[src/lrpf_pkg.sv]
// shared types and constants of the led receiver row packet framer
// no dependencies; imported by front, queue, back end and top level
package lrpf_pkg;

    localparam int HEADER_BYTES = 21;
    localparam int IDX_W        = $clog2(HEADER_BYTES + 1);

    localparam int QUEUE_DEPTH  = 4;
    localparam int QPTR_W       = $clog2(QUEUE_DEPTH);
    localparam int QCNT_W       = $clog2(QUEUE_DEPTH + 1);

    // register map, index is paddr[3:2]
    localparam logic [1:0] REG_ROW_BYTES  = 2'd0;
    localparam logic [1:0] REG_ROW_COUNT  = 2'd1;
    localparam logic [1:0] REG_PACKET_MAX = 2'd2;

    localparam logic [15:0] ROW_BYTES_RST  = 16'd192;
    localparam logic [9:0]  ROW_COUNT_RST  = 10'd16;
    localparam logic [10:0] PACKET_MAX_RST = 11'd1491;
    localparam logic [9:0]  ROW_COUNT_MAX  = 10'd512;

    // header positions
    localparam logic [IDX_W-1:0] HDR_ETHER_HI = IDX_W'(12);
    localparam logic [IDX_W-1:0] HDR_ROW_HI   = IDX_W'(13);
    localparam logic [IDX_W-1:0] HDR_ROW_LO   = IDX_W'(14);
    localparam logic [IDX_W-1:0] HDR_POFF_HI  = IDX_W'(15);
    localparam logic [IDX_W-1:0] HDR_POFF_LO  = IDX_W'(16);
    localparam logic [IDX_W-1:0] HDR_PCNT_HI  = IDX_W'(17);
    localparam logic [IDX_W-1:0] HDR_PCNT_LO  = IDX_W'(18);
    localparam logic [IDX_W-1:0] HDR_TAIL0    = IDX_W'(19);
    localparam logic [IDX_W-1:0] HDR_TAIL1    = IDX_W'(20);
    localparam logic [IDX_W-1:0] HDR_PIXEL    = IDX_W'(HEADER_BYTES);

    localparam logic [7:0] ETHER_HI_BYTE = 8'h55;
    localparam logic [7:0] TAIL0_BYTE    = 8'h08;
    localparam logic [7:0] TAIL1_BYTE    = 8'h80;

    localparam logic [7:0] MAC_BYTES [12] = '{
        8'h11, 8'h22, 8'h33, 8'h44, 8'h55, 8'h66,
        8'h22, 8'h22, 8'h33, 8'h44, 8'h55, 8'h66
    };

    // floor(len/3) for len below 2048 as (len*2731) >> 13
    localparam logic [11:0] DIV3_MUL   = 12'd2731;
    localparam int          DIV3_SHIFT = 13;

    typedef struct packed {
        logic [15:0] row_bytes;
        logic [9:0]  row_count;
        logic [10:0] packet_max;
    } cfg_t;

    typedef struct packed {
        logic [7:0]  pixel;
        logic        hdr;
        logic [8:0]  row;
        logic [14:0] poff;
        logic [10:0] len;
        logic        pe;
        logic        fe;
    } item_t;

endpackage

[src/lrpf_front.sv]
// front end: accepts pixel beats, tracks row/offset/packet state, classifies each beat
// depends on lrpf_pkg
module lrpf_front (
    input  logic            clk,
    input  logic            rst_n,
    input  lrpf_pkg::cfg_t  cfg,
    input  logic            pixel_valid,
    output logic            pixel_stall,
    input  logic [7:0]      pixel_byte,
    output logic            push,
    output lrpf_pkg::item_t push_item,
    input  logic            q_full
);
    import lrpf_pkg::*;

    logic [8:0]  row_reg, row_next;
    logic [15:0] off_reg, off_next;
    logic [14:0] div_reg, div_next;
    logic [1:0]  mod_reg, mod_next;
    logic [10:0] left_reg, left_next;

    logic        open_pkt;
    logic        stale_off;
    logic [15:0] off_eff;
    logic [14:0] div_eff;
    logic [1:0]  mod_eff;
    logic [8:0]  row_eff;
    logic [15:0] remain;
    logic [10:0] len;
    logic [10:0] left_cur;
    logic [10:0] left_dec;
    logic [15:0] off_inc;
    logic [8:0]  row_inc;
    logic        row_end;
    logic        wrap;

    assign pixel_stall = q_full;
    assign push        = pixel_valid & ~q_full;

    always_comb
    begin
        open_pkt  = (left_reg == 11'd0);
        stale_off = open_pkt && (off_reg >= cfg.row_bytes);
        off_eff   = stale_off ? 16'd0 : off_reg;
        div_eff   = stale_off ? 15'd0 : div_reg;
        mod_eff   = stale_off ? 2'd0  : mod_reg;
        row_eff   = (open_pkt && ({1'b0, row_reg} >= cfg.row_count)) ? 9'd0 : row_reg;

        remain    = cfg.row_bytes - off_eff;
        len       = (remain < {5'd0, cfg.packet_max}) ? remain[10:0] : cfg.packet_max;
        left_cur  = open_pkt ? len : left_reg;
        left_dec  = left_cur - 11'd1;

        off_inc   = off_eff + 16'd1;
        row_end   = (off_inc >= cfg.row_bytes) || (off_inc == 16'd0);
        row_inc   = row_eff + 9'd1;
        wrap      = ({1'b0, row_inc} >= cfg.row_count) || (row_inc == 9'd0);

        if (row_end)
        begin
            off_next  = 16'd0;
            div_next  = 15'd0;
            mod_next  = 2'd0;
            left_next = 11'd0;
            row_next  = wrap ? 9'd0 : row_inc;
        end
        else
        begin
            off_next  = off_inc;
            left_next = left_dec;
            row_next  = row_eff;
            // pixel offset kept as quotient and remainder of the byte offset by three
            if (mod_eff == 2'd2)
            begin
                div_next = div_eff + 15'd1;
                mod_next = 2'd0;
            end
            else
            begin
                div_next = div_eff;
                mod_next = mod_eff + 2'd1;
            end
        end

        push_item.pixel = pixel_byte;
        push_item.hdr   = open_pkt;
        push_item.row   = row_eff;
        push_item.poff  = div_eff;
        push_item.len   = len;
        push_item.pe    = (left_dec == 11'd0) || row_end;
        push_item.fe    = row_end && wrap;
    end

    always_ff @(posedge clk or negedge rst_n)
    begin
        if (!rst_n)
        begin
            row_reg  <= '0;
            off_reg  <= '0;
            div_reg  <= '0;
            mod_reg  <= '0;
            left_reg <= '0;
        end
        else if (push)
        begin
            row_reg  <= row_next;
            off_reg  <= off_next;
            div_reg  <= div_next;
            mod_reg  <= mod_next;
            left_reg <= left_next;
        end
    end

endmodule

[src/lrpf_queue.sv]
// short queue of classified beats between front and back end
// depends on lrpf_pkg
module lrpf_queue (
    input  logic            clk,
    input  logic            rst_n,
    input  logic            push,
    input  lrpf_pkg::item_t push_item,
    output logic            full,
    input  logic            pop,
    output lrpf_pkg::item_t head,
    output logic            empty
);
    import lrpf_pkg::*;

    item_t             mem [QUEUE_DEPTH];
    logic [QPTR_W-1:0] wr_ptr_reg, rd_ptr_reg;
    logic [QCNT_W-1:0] count_reg, count_next;

    assign full  = (count_reg == QCNT_W'(QUEUE_DEPTH));
    assign empty = (count_reg == '0);
    assign head  = mem[rd_ptr_reg];

    always_comb
    begin
        count_next = count_reg;
        if (push && !pop)
            count_next = count_reg + QCNT_W'(1);
        else if (pop && !push)
            count_next = count_reg - QCNT_W'(1);
    end

    always_ff @(posedge clk)
    begin
        if (push)
            mem[wr_ptr_reg] <= push_item;
    end

    always_ff @(posedge clk or negedge rst_n)
    begin
        if (!rst_n)
        begin
            wr_ptr_reg <= '0;
            rd_ptr_reg <= '0;
            count_reg  <= '0;
        end
        else
        begin
            if (push)
                wr_ptr_reg <= wr_ptr_reg + QPTR_W'(1);
            if (pop)
                rd_ptr_reg <= rd_ptr_reg + QPTR_W'(1);
            count_reg <= count_next;
        end
    end

endmodule

[src/lrpf_back.sv]
// back end: expands a queued beat into its pixel byte, after the header bytes if it opens a packet
// depends on lrpf_pkg; the output register holds its byte and flags while wire_stall is high
module lrpf_back (
    input  logic            clk,
    input  logic            rst_n,
    input  lrpf_pkg::item_t head,
    input  logic            q_empty,
    output logic            pop,
    output logic            wire_valid,
    input  logic            wire_stall,
    output logic [7:0]      wire_byte,
    output logic            packet_end,
    output logic            frame_end,
    output logic            run_last
);
    import lrpf_pkg::*;

    logic [IDX_W-1:0] idx_reg;
    logic [9:0]       pcnt_reg;
    logic             valid_reg;
    logic [7:0]       byte_reg;
    logic             pe_reg, fe_reg, last_reg;

    logic             load;
    logic             is_pix;
    logic [22:0]      prod;
    logic [7:0]       hdr_byte;

    assign load   = !q_empty && (!valid_reg || !wire_stall);
    assign is_pix = !head.hdr || (idx_reg == HDR_PIXEL);
    assign pop    = load && is_pix;
    assign prod   = 23'(head.len) * 23'(DIV3_MUL);

    always_comb
    begin
        case (idx_reg) inside
            [IDX_W'(0):IDX_W'(11)]: hdr_byte = MAC_BYTES[idx_reg[3:0]];
            HDR_ETHER_HI:           hdr_byte = ETHER_HI_BYTE;
            HDR_ROW_HI:             hdr_byte = {7'd0, head.row[8]};
            HDR_ROW_LO:             hdr_byte = head.row[7:0];
            HDR_POFF_HI:            hdr_byte = {1'b0, head.poff[14:8]};
            HDR_POFF_LO:            hdr_byte = head.poff[7:0];
            HDR_PCNT_HI:            hdr_byte = {6'd0, pcnt_reg[9:8]};
            HDR_PCNT_LO:            hdr_byte = pcnt_reg[7:0];
            HDR_TAIL0:              hdr_byte = TAIL0_BYTE;
            HDR_TAIL1:              hdr_byte = TAIL1_BYTE;
            default:                hdr_byte = 8'd0;
        endcase
    end

    always_ff @(posedge clk or negedge rst_n)
    begin
        if (!rst_n)
        begin
            idx_reg   <= '0;
            valid_reg <= 1'b0;
        end
        else
        begin
            if (load)
            begin
                valid_reg <= 1'b1;
                idx_reg   <= is_pix ? '0 : idx_reg + IDX_W'(1);
            end
            else if (!wire_stall)
            begin
                valid_reg <= 1'b0;
            end
        end
    end

    always_ff @(posedge clk)
    begin
        // pixel count is ready long before its header bytes go out
        if (load && head.hdr && idx_reg == '0)
            pcnt_reg <= prod[DIV3_SHIFT +: 10];
        if (load)
        begin
            byte_reg <= is_pix ? head.pixel : hdr_byte;
            pe_reg   <= is_pix && head.pe;
            fe_reg   <= is_pix && head.fe;
            last_reg <= is_pix;
        end
    end

    assign wire_valid = valid_reg;
    assign wire_byte  = byte_reg;
    assign packet_end = pe_reg;
    assign frame_end  = fe_reg;
    assign run_last   = last_reg;

endmodule

[src/led_receiver_row_packet_framer_unit.sv]
// an accepted pixel beat goes through the queue, then the output byte register
// one wire byte per cycle while wire_stall is low and a beat is queued; a beat that
// opens a packet puts out its 21 header bytes, then its pixel byte; the output register bounds the rate
// pixel beats are taken one per cycle while the 4-entry queue has room
// reset: row, offset and packet state cleared, registers at 192, 16, 1491
// top level: config registers, front end, queue, back end; depends on lrpf_pkg
module led_receiver_row_packet_framer_unit (
    input  logic        clk,
    input  logic        rst_n,
    input  logic        psel,
    input  logic        penable,
    input  logic        pwrite,
    input  logic [3:0]  paddr,
    input  logic [31:0] pwdata,
    output logic [31:0] prdata,
    output logic        pready,
    input  logic        pixel_valid,
    output logic        pixel_stall,
    input  logic [7:0]  pixel_byte,
    output logic        wire_valid,
    input  logic        wire_stall,
    output logic [7:0]  wire_byte,
    output logic        packet_end,
    output logic        frame_end,
    output logic        run_last
);
    import lrpf_pkg::*;

    logic [15:0] row_bytes_reg;
    logic [9:0]  row_count_reg;
    logic [10:0] packet_max_reg;
    logic        wr_en;
    logic [1:0]  reg_sel;

    cfg_t  cfg;
    logic  push, q_full, q_empty, pop;
    item_t push_item, head;

    assign pready  = 1'b1;
    assign reg_sel = paddr[3:2];
    assign wr_en   = psel && penable && pwrite;

    always_ff @(posedge clk or negedge rst_n)
    begin
        if (!rst_n)
        begin
            row_bytes_reg  <= ROW_BYTES_RST;
            row_count_reg  <= ROW_COUNT_RST;
            packet_max_reg <= PACKET_MAX_RST;
        end
        else if (wr_en)
        begin
            case (reg_sel)
                REG_ROW_BYTES:  row_bytes_reg  <= pwdata[15:0];
                REG_ROW_COUNT:  row_count_reg  <= pwdata[9:0];
                REG_PACKET_MAX: packet_max_reg <= pwdata[10:0];
                default:        ;
            endcase
        end
    end

    always_comb
    begin
        case (reg_sel)
            REG_ROW_BYTES:  prdata = {16'd0, row_bytes_reg};
            REG_ROW_COUNT:  prdata = {22'd0, row_count_reg};
            REG_PACKET_MAX: prdata = {21'd0, packet_max_reg};
            default:        prdata = 32'd0;
        endcase
    end

    // zero values count as one, row count saturates at 512
    always_comb
    begin
        cfg.row_bytes  = (row_bytes_reg == 16'd0) ? 16'd1 : row_bytes_reg;
        cfg.packet_max = (packet_max_reg == 11'd0) ? 11'd1 : packet_max_reg;
        if (row_count_reg == 10'd0)
            cfg.row_count = 10'd1;
        else if (row_count_reg > ROW_COUNT_MAX)
            cfg.row_count = ROW_COUNT_MAX;
        else
            cfg.row_count = row_count_reg;
    end

    lrpf_front u_front (
        .clk         (clk),
        .rst_n       (rst_n),
        .cfg         (cfg),
        .pixel_valid (pixel_valid),
        .pixel_stall (pixel_stall),
        .pixel_byte  (pixel_byte),
        .push        (push),
        .push_item   (push_item),
        .q_full      (q_full)
    );

    lrpf_queue u_queue (
        .clk       (clk),
        .rst_n     (rst_n),
        .push      (push),
        .push_item (push_item),
        .full      (q_full),
        .pop       (pop),
        .head      (head),
        .empty     (q_empty)
    );

    lrpf_back u_back (
        .clk        (clk),
        .rst_n      (rst_n),
        .head       (head),
        .q_empty    (q_empty),
        .pop        (pop),
        .wire_valid (wire_valid),
        .wire_stall (wire_stall),
        .wire_byte  (wire_byte),
        .packet_end (packet_end),
        .frame_end  (frame_end),
        .run_last   (run_last)
    );

endmodule

[config.mk]
export PLATFORM = sky130hd
export DESIGN_NAME = led_receiver_row_packet_framer_unit
export DESIGN_NICKNAME = d
export VERILOG_FILES = /design/src/lrpf_pkg.sv /design/src/lrpf_front.sv /design/src/lrpf_queue.sv /design/src/lrpf_back.sv /design/src/led_receiver_row_packet_framer_unit.sv
export SDC_FILE = /design/constraint.sdc
export NUM_CORES = 1
export LEC_CHECK = 0
export BUFFER_PORTS_ARGS = -buffer_cell sky130_fd_sc_hd__buf_4
export CAP_MARGIN = 20
export CORE_ASPECT_RATIO = 1.4
export CORE_MARGIN = 2
export CORE_UTILIZATION = 41
export DETAILED_ROUTE_END_ITERATION = 12
export MAX_ROUTING_LAYER = met4
export PLACE_DENSITY = 0.6
export SYNTH_ARGS = -nofsm -noshare
export SYNTH_HDL_FRONTEND = slang
export SYNTH_SLANG_ARGS = --single-unit
export TNS_END_PERCENT = 5
[constraint.sdc]
create_clock -name clk -period 9.7 [get_ports clk]
set_input_delay 1.94 -clock clk [delete_from_list [all_inputs] [get_ports clk]]
set_output_delay 1.94 -clock clk [all_outputs]
set_load 0.02 [all_outputs]
==> results of run 1 <==
-- synth_stat cells, drive strengths merged, types with 3 or more instances --
cell type and n:
a31o 6, clkbuf 62, xor2 20, fa 35, o21bai 3, o31ai 12, a211o 4, o21ai 127
dfstp 10, a31oi 4, xnor2 31, nand2b 22, o211ai 6, o22ai 5, a211oi 6, nor2b 15
edfxtp 205, mux4 46, and2 28, a21oi 53, nand3 29, inv 114, a22oi 9, dfrtp 93
ha 160, or2 6, nand4 7, or4 3, mux2i 20, nor3 29, mux2 23, a21o 25
or3 5, o21a 7, o41ai 3, nor2 76, buf 23, nand2 187, a22o 10, nor4 20
nor3b 4, and3 11
-- cells by family (layout without fill, tap and decap cells) --
logic type,count (synthesis),count (layout),synth area share (%)
buffers and inverters,199,259,4.44
AND/OR/NAND/NOR,447,447,11.8
AO/OA/AOI/OAI,300,300,10.5
flip-flops,308,308,47.9
adder cells (fa/ha/maj),195,195,14.8
other,2,17,0.0411
XOR/XNOR,51,51,2.44
multiplexers,89,89,8.18
-- cell type report --
cell class / count / area share (%)
tap: 558 / 3.43
clock inverter: 19 / 0.731
multi-input combinational: 1099 / 43.2
clock buffer: 43 / 4.44
inverter: 114 / 2.10
sequential: 308 / 43.0
timing repair buffer: 83 / 3.08
-- per-layer routing --
metal	share of wire (%)	track usage, %	up-vias
met5	0	-	-
met4	3.3	6.77	0
met3	2.7	2.28	80
met2	54	36.8	225
met1	40	22.3	6061
li1	-	-	5826
-- per-stage QoR --
step / setup slack, ns / hold WS, ns / utilization [%] / instances / cell area [um2]
6_report: 0.905 / 0.494 / 46.2 / 2224 / 20400
5_1_grt: 0.349 / 0.514 / 46.2 / 2224 / 20400
4_1_cts: 0.899 / 0.494 / 46.2 / 2223 / 20300
3_5_place_dp: 0.921 / 0.486 / 43.8 / 2161 / 19300
3_3_place_gp: 1.10 / 0.475 / 43.8 / 2161 / 19300
2_1_floorplan: 1.35 / 0.456 / - / 1606 / 18300
-- path summary, 6_finish.rpt --
check	end	slack [ns]	depth (start not counted)	startpoint
worst max-delay path	u_queue.mem[0][1]	0.91	37	row_bytes_reg[12]
worst min-delay path	u_queue.count_reg[2]	0.49	1	u_queue.count_reg[2]
worst max register to register	u_queue.mem[0][1]	0.91	37	row_bytes_reg[12]
worst min register to register	u_queue.count_reg[2]	0.49	1	u_queue.count_reg[2]
max in group asynchronous	u_queue.rd_ptr_reg[0]	6.89	2	rst_n
min in group asynchronous	u_front.off_reg[1]	1.38	1	rst_n
==> results by group, run 1 <==
Outcome
  • Status: finished clean

Final layout
  • Layout area overhead: 11.4%
  • # diodes: 0
  • FF+latch area: 8750 um2
  • Fillers: 3994
  • Max reg flops: 184
  • Nets: 1886
  • Leading cell type in the layout, fill and taps excluded: edfxtp_1
  • Area of the multi-input gates: 8800 um2
  • Share of cells above drive strength 1: 15.1%
  • Commonest non-fill, non-tap cells in the layout: edfxtp_1 (205), nand2_1 (187), ha_1 (160)

Job
  • MaxCap Viol Count: 0

Floorplan
  • I/O pin cnt: 97
  • # rows: 91
  • Die area: 46300 um2
  • Die X: 182 um
  • Die height: 254 um
  • Starting Density: 41.5%
  • Core area: 44100 um2

Worst setup path
  • CP Launch Type: flip-flop
  • Family with the most delay on the worst path: compound AO/OA/AOI/OAI gates
  • CP endpoint kind: flip-flop
  • Kind of critical path: reg2reg
  • Worst-path fanout max: 6
  • Worst Path Arrival: 9.07 ns
  • CP peak stage delay: 0.53 ns
  • Critical Path RT: 9.98 ns
  • CP bufs+invs: 1
  • CP max-delay cell: nor3_1

STA
  • Final hold vios: 0
  • Clock Skews: 0.0195 ns
  • TNS Setup: 0 ns
  • Fin crit share: 90.7%
  • Crit path time final: 8.79 ns
  • Worst-margin pin slew: 0.941 ns
  • Worst slew margin: 37.3%
  • Setup repair after global routing missed its margin: false
  • Slew Viols, Final: 0
  • Setup Viol. Count Final: 0
  • Highest clock rate: 0.114 GHz

Clock network
  • H-Tree Depth: 2
  • Post-CTS setup buffers: 0
  • Hold buffer count at cts: 0
  • Clk sinks: 308
  • CTS clk-pin slew, worst paths: 0.06 ns
  • CTS tree: built
  • Post-CTS Resized: 0
  • Clock Tree Buf Depth: 3
  • Root Driver: clkbuf_16
  • Later-pin clock latency in the skew report: 0.53 ns
  • Number of CTS-inserted buffers: 34

Route
  • Drt via density: 5.48
  • Detailed Routing Iterations Pass 1: 5
  • Antenna-violating nets left: 0
  • DRC Markers: 0
  • Per-cell routed wire length: 19.7 um
  • Vias: 12200
  • Initial drt markers: 670
  • DRT Wirelength: 43900 um

Global route
  • Total grt overflow: 0
  • Largest net degree at the start of global routing: 69
  • Initial antenna violation count: 0
  • Vias in the first global route: 12700
  • All-Layer GR Usage: 19.9%
  • First-pass GRT wire length: 69400 um

Synthesis
  • Synth cell types: 77
  • Number of synthesis warnings: 0
  • Most area-hungry cell type in the Yosys netlist: edfxtp_1
  • Ys flop type: edfxtp_1
  • Synth Area per Inst: 11.5 um2
  • Post-synthesis sequential area ratio: 47.9%
  • Share of the synthesized area in the top cell type: 33.7%
  • Synth area leaders: edfxtp_1 (34%), dfrtp_1 (13%), ha_1 (11%)
  • EDFF count, synth: 205
  • Mapped Area: 18300 um2
  • Cell count after synthesis: 1591
  • #FFs+latches synth: 308
  • FFs w/ async S/R, synth: 33.4%

Min path
  • Hold crit path type: reg2reg

Place
  • RD Place Congestion: 0.908
  • Hpwl dp: 31900 um
  • Port Buf Inserts: 61
Power of run 1 is not shown: default switching activity piles up to over one toggle a cycle in this logic, so the estimate is an artifact.
==> run 2: changes to the inputs <==
- CTS_BUF_LIST: unset -> sky130_fd_sc_hd__clkbuf_4 sky130_fd_sc_hd__clkbuf_8
==> run 2 against run 1 <==
  * Hold slack worse by 0.0022 ns
  * Clock skew is 0.021 ns higher
  * Non-clock buffer count stayed put
  * Largest cell class unchanged
==> results by group, run 2 (same netlist as run 1, synthesis figures left out) <==
STA
  • Fin crit share: 91.0% (was 90.7%)
  • Setup repair after global routing missed its margin: false (unchanged)
  • Clock Skews: 0.0406 ns (was 0.0195 ns)
  • Slew Viols, Final: 0 (unchanged)
  • Final hold vios: 0 (unchanged)
  • Worst-margin pin slew: 0.946 ns (was 0.941 ns)
  • Highest clock rate: 0.113 GHz (was 0.114 GHz)
  • Worst slew margin: 36.9% (was 37.3%)
  • Setup Viol. Count Final: 0 (unchanged)
  • TNS Setup: 0 ns (unchanged)
  • Crit path time final: 8.83 ns (was 8.79 ns)

Final layout
  • # diodes: 0 (unchanged)
  • Nets: 1903 (was 1886)
  • Leading cell type in the layout, fill and taps excluded: edfxtp_1 (unchanged)
  • Max reg flops: 184 (unchanged)
  • Share of cells above drive strength 1: 17.1% (was 15.1%)
  • FF+latch area: 8750 um2 (unchanged)
  • Area of the multi-input gates: 8800 um2 (unchanged)
  • Commonest non-fill, non-tap cells in the layout: edfxtp_1 (205), nand2_1 (187), ha_1 (160) (unchanged)
  • Final Cell Area: 20300 um2 (was 20400 um2)
  • Final core occ: 46.2% (about the same)
  • Layout area overhead: 11.3% (was 11.4%)
  • Fillers: 4017 (was 3994)

Route
  • Detailed Routing Iterations Pass 1: 5 (unchanged)
  • Antenna-violating nets left: 0 (unchanged)
  • Per-cell routed wire length: 19.7 um (about the same)
  • Vias: 12300 (was 12200)
  • Initial drt markers: 655 (was 670)
  • DRC Markers: 0 (unchanged)
  • DRT Wirelength: 44400 um (was 43900 um)
  • Drt via density: 5.46 (was 5.48)

Worst setup path
  • Worst-path fanout max: 6 (unchanged)
  • CP endpoint kind: flip-flop (unchanged)
  • Critical Path RT: 10.05 ns (was 9.98 ns)
  • CP Launch Type: flip-flop (unchanged)
  • CP max-delay cell: a2111o_1 (was nor3_1)
  • Critical Path End: u_queue.mem[0][1] (unchanged)
  • CP peak stage delay: 0.52 ns (was 0.53 ns)
  • Register-to-register setup slack: 0.87 ns (was 0.91 ns)
  • Kind of critical path: reg2reg (unchanged)
  • R2R Path End: u_queue.mem[0][1] (unchanged)
  • Worst Path Arrival: 9.17 ns (was 9.07 ns)
  • Worst r2r src: row_bytes_reg[9] (was row_bytes_reg[12])
  • Worst r2r path cells: 36 (was 37)
  • Crit path launch: row_bytes_reg[9] (was row_bytes_reg[12])
  • Critical path's most frequent cell: ha_1

Floorplan
  • Die height: 254 um (unchanged)
  • I/O pin cnt: 97 (unchanged)
  • Core area: 44100 um2 (unchanged)
  • Die area: 46300 um2 (unchanged)
  • Starting Density: 41.5% (unchanged)
  • Die X: 182 um (unchanged)
  • # rows: 91 (unchanged)

Global route
  • All-Layer GR Usage: 20.1% (was 19.9%)
  • Vias in the first global route: 12900 (was 12700)
  • First-pass GRT wire length: 70100 um (was 69400 um)
  • Largest net degree at the start of global routing: 69 (unchanged)
  • Total grt overflow: 0 (unchanged)
  • Initial antenna violation count: 0 (unchanged)

Clock network
  • Number of CTS-inserted buffers: 51 (was 34)
  • Post-CTS Resized: 0 (unchanged)
  • Clock Tree Buf Depth: 3 (unchanged)
  • Post-CTS setup buffers: 0 (unchanged)
  • CTS tree: built (unchanged)
  • Hold buffer count at cts: 0 (unchanged)
  • CTS clk-pin slew, worst paths: 0.06 ns (about the same)
  • H-Tree Depth: 2 (unchanged)
  • Root Driver: clkbuf_8 (was clkbuf_16)
  • Clk sinks: 308 (unchanged)
  • Later-pin clock latency in the skew report: 0.63 ns (was 0.53 ns)

Place
  • Port Buf Inserts: 61 (unchanged)
  • RD Place Congestion: 0.908 (unchanged)
  • Hpwl dp: 31900 um (unchanged)
  • Area after DPL: 19300 um2 (unchanged)

Min path
  • Hold crit path type: reg2reg (unchanged)
  • Hold Path Cell Cnt: 1 (unchanged)

Job
  • MaxCap Viol Count: 0 (unchanged)

Outcome
  • Status: finished clean (unchanged)
run 2: metrics by stage:
step           std cells  hold WS (ns)  worst slack (ns)
6_report            2257         0.492             0.874
5_1_grt             2257         0.515             0.345
4_1_cts             2256         0.494             0.887
3_5_place_dp        2161         0.486             0.921
3_3_place_gp        2161         0.475              1.10
2_1_floorplan       1606         0.456              1.35
run 2: worst min path at each step:
stage                                      end  slack [ns]                 start
after floorplan           u_queue.count_reg[2]        0.46  u_queue.count_reg[2]
after global placement    u_queue.count_reg[2]        0.48  u_queue.count_reg[2]
after detailed placement    u_front.div_reg[0]        0.49    u_front.div_reg[0]
after CTS                   u_front.div_reg[0]        0.49    u_front.div_reg[0]
after global routing       u_front.div_reg[12]        0.52   u_front.div_reg[12]
final                     u_queue.count_reg[2]        0.49  u_queue.count_reg[2]
run 2: per-layer routing:
metal	wire length, um	global-route usage, %	vias up
li1	-	-	5863
met1	17800	22.4	6100
met2	23700	36.8	267
met3	1380	2.39	93
met4	1560	7.44	0
met5	0	-	-
run 2: layout make-up:
class	instances	area share, %
Inverter	114	2.10
Timing Repair Buffer	83	3.08
Tap cell	558	3.43
Clock buffer	70	4.21
Sequential cell	308	43.0
Multi-Input combinational cell	1099	43.3
Clock inverter	25	0.843
run 2: critical path, delay by kind of cell, from the launching register on:
kind | cells | cell delay [ns]
compound gates | 14 | 3.45
xor+xnor | 2 | 0.41
fa+ha+maj | 5 | 1.44
buf+inv | 2 | 0.22
flops | 1 | 0.45
mux | 1 | 0.45
simple gates | 12 | 2.14
Power of run 2 is left out for the same reason.
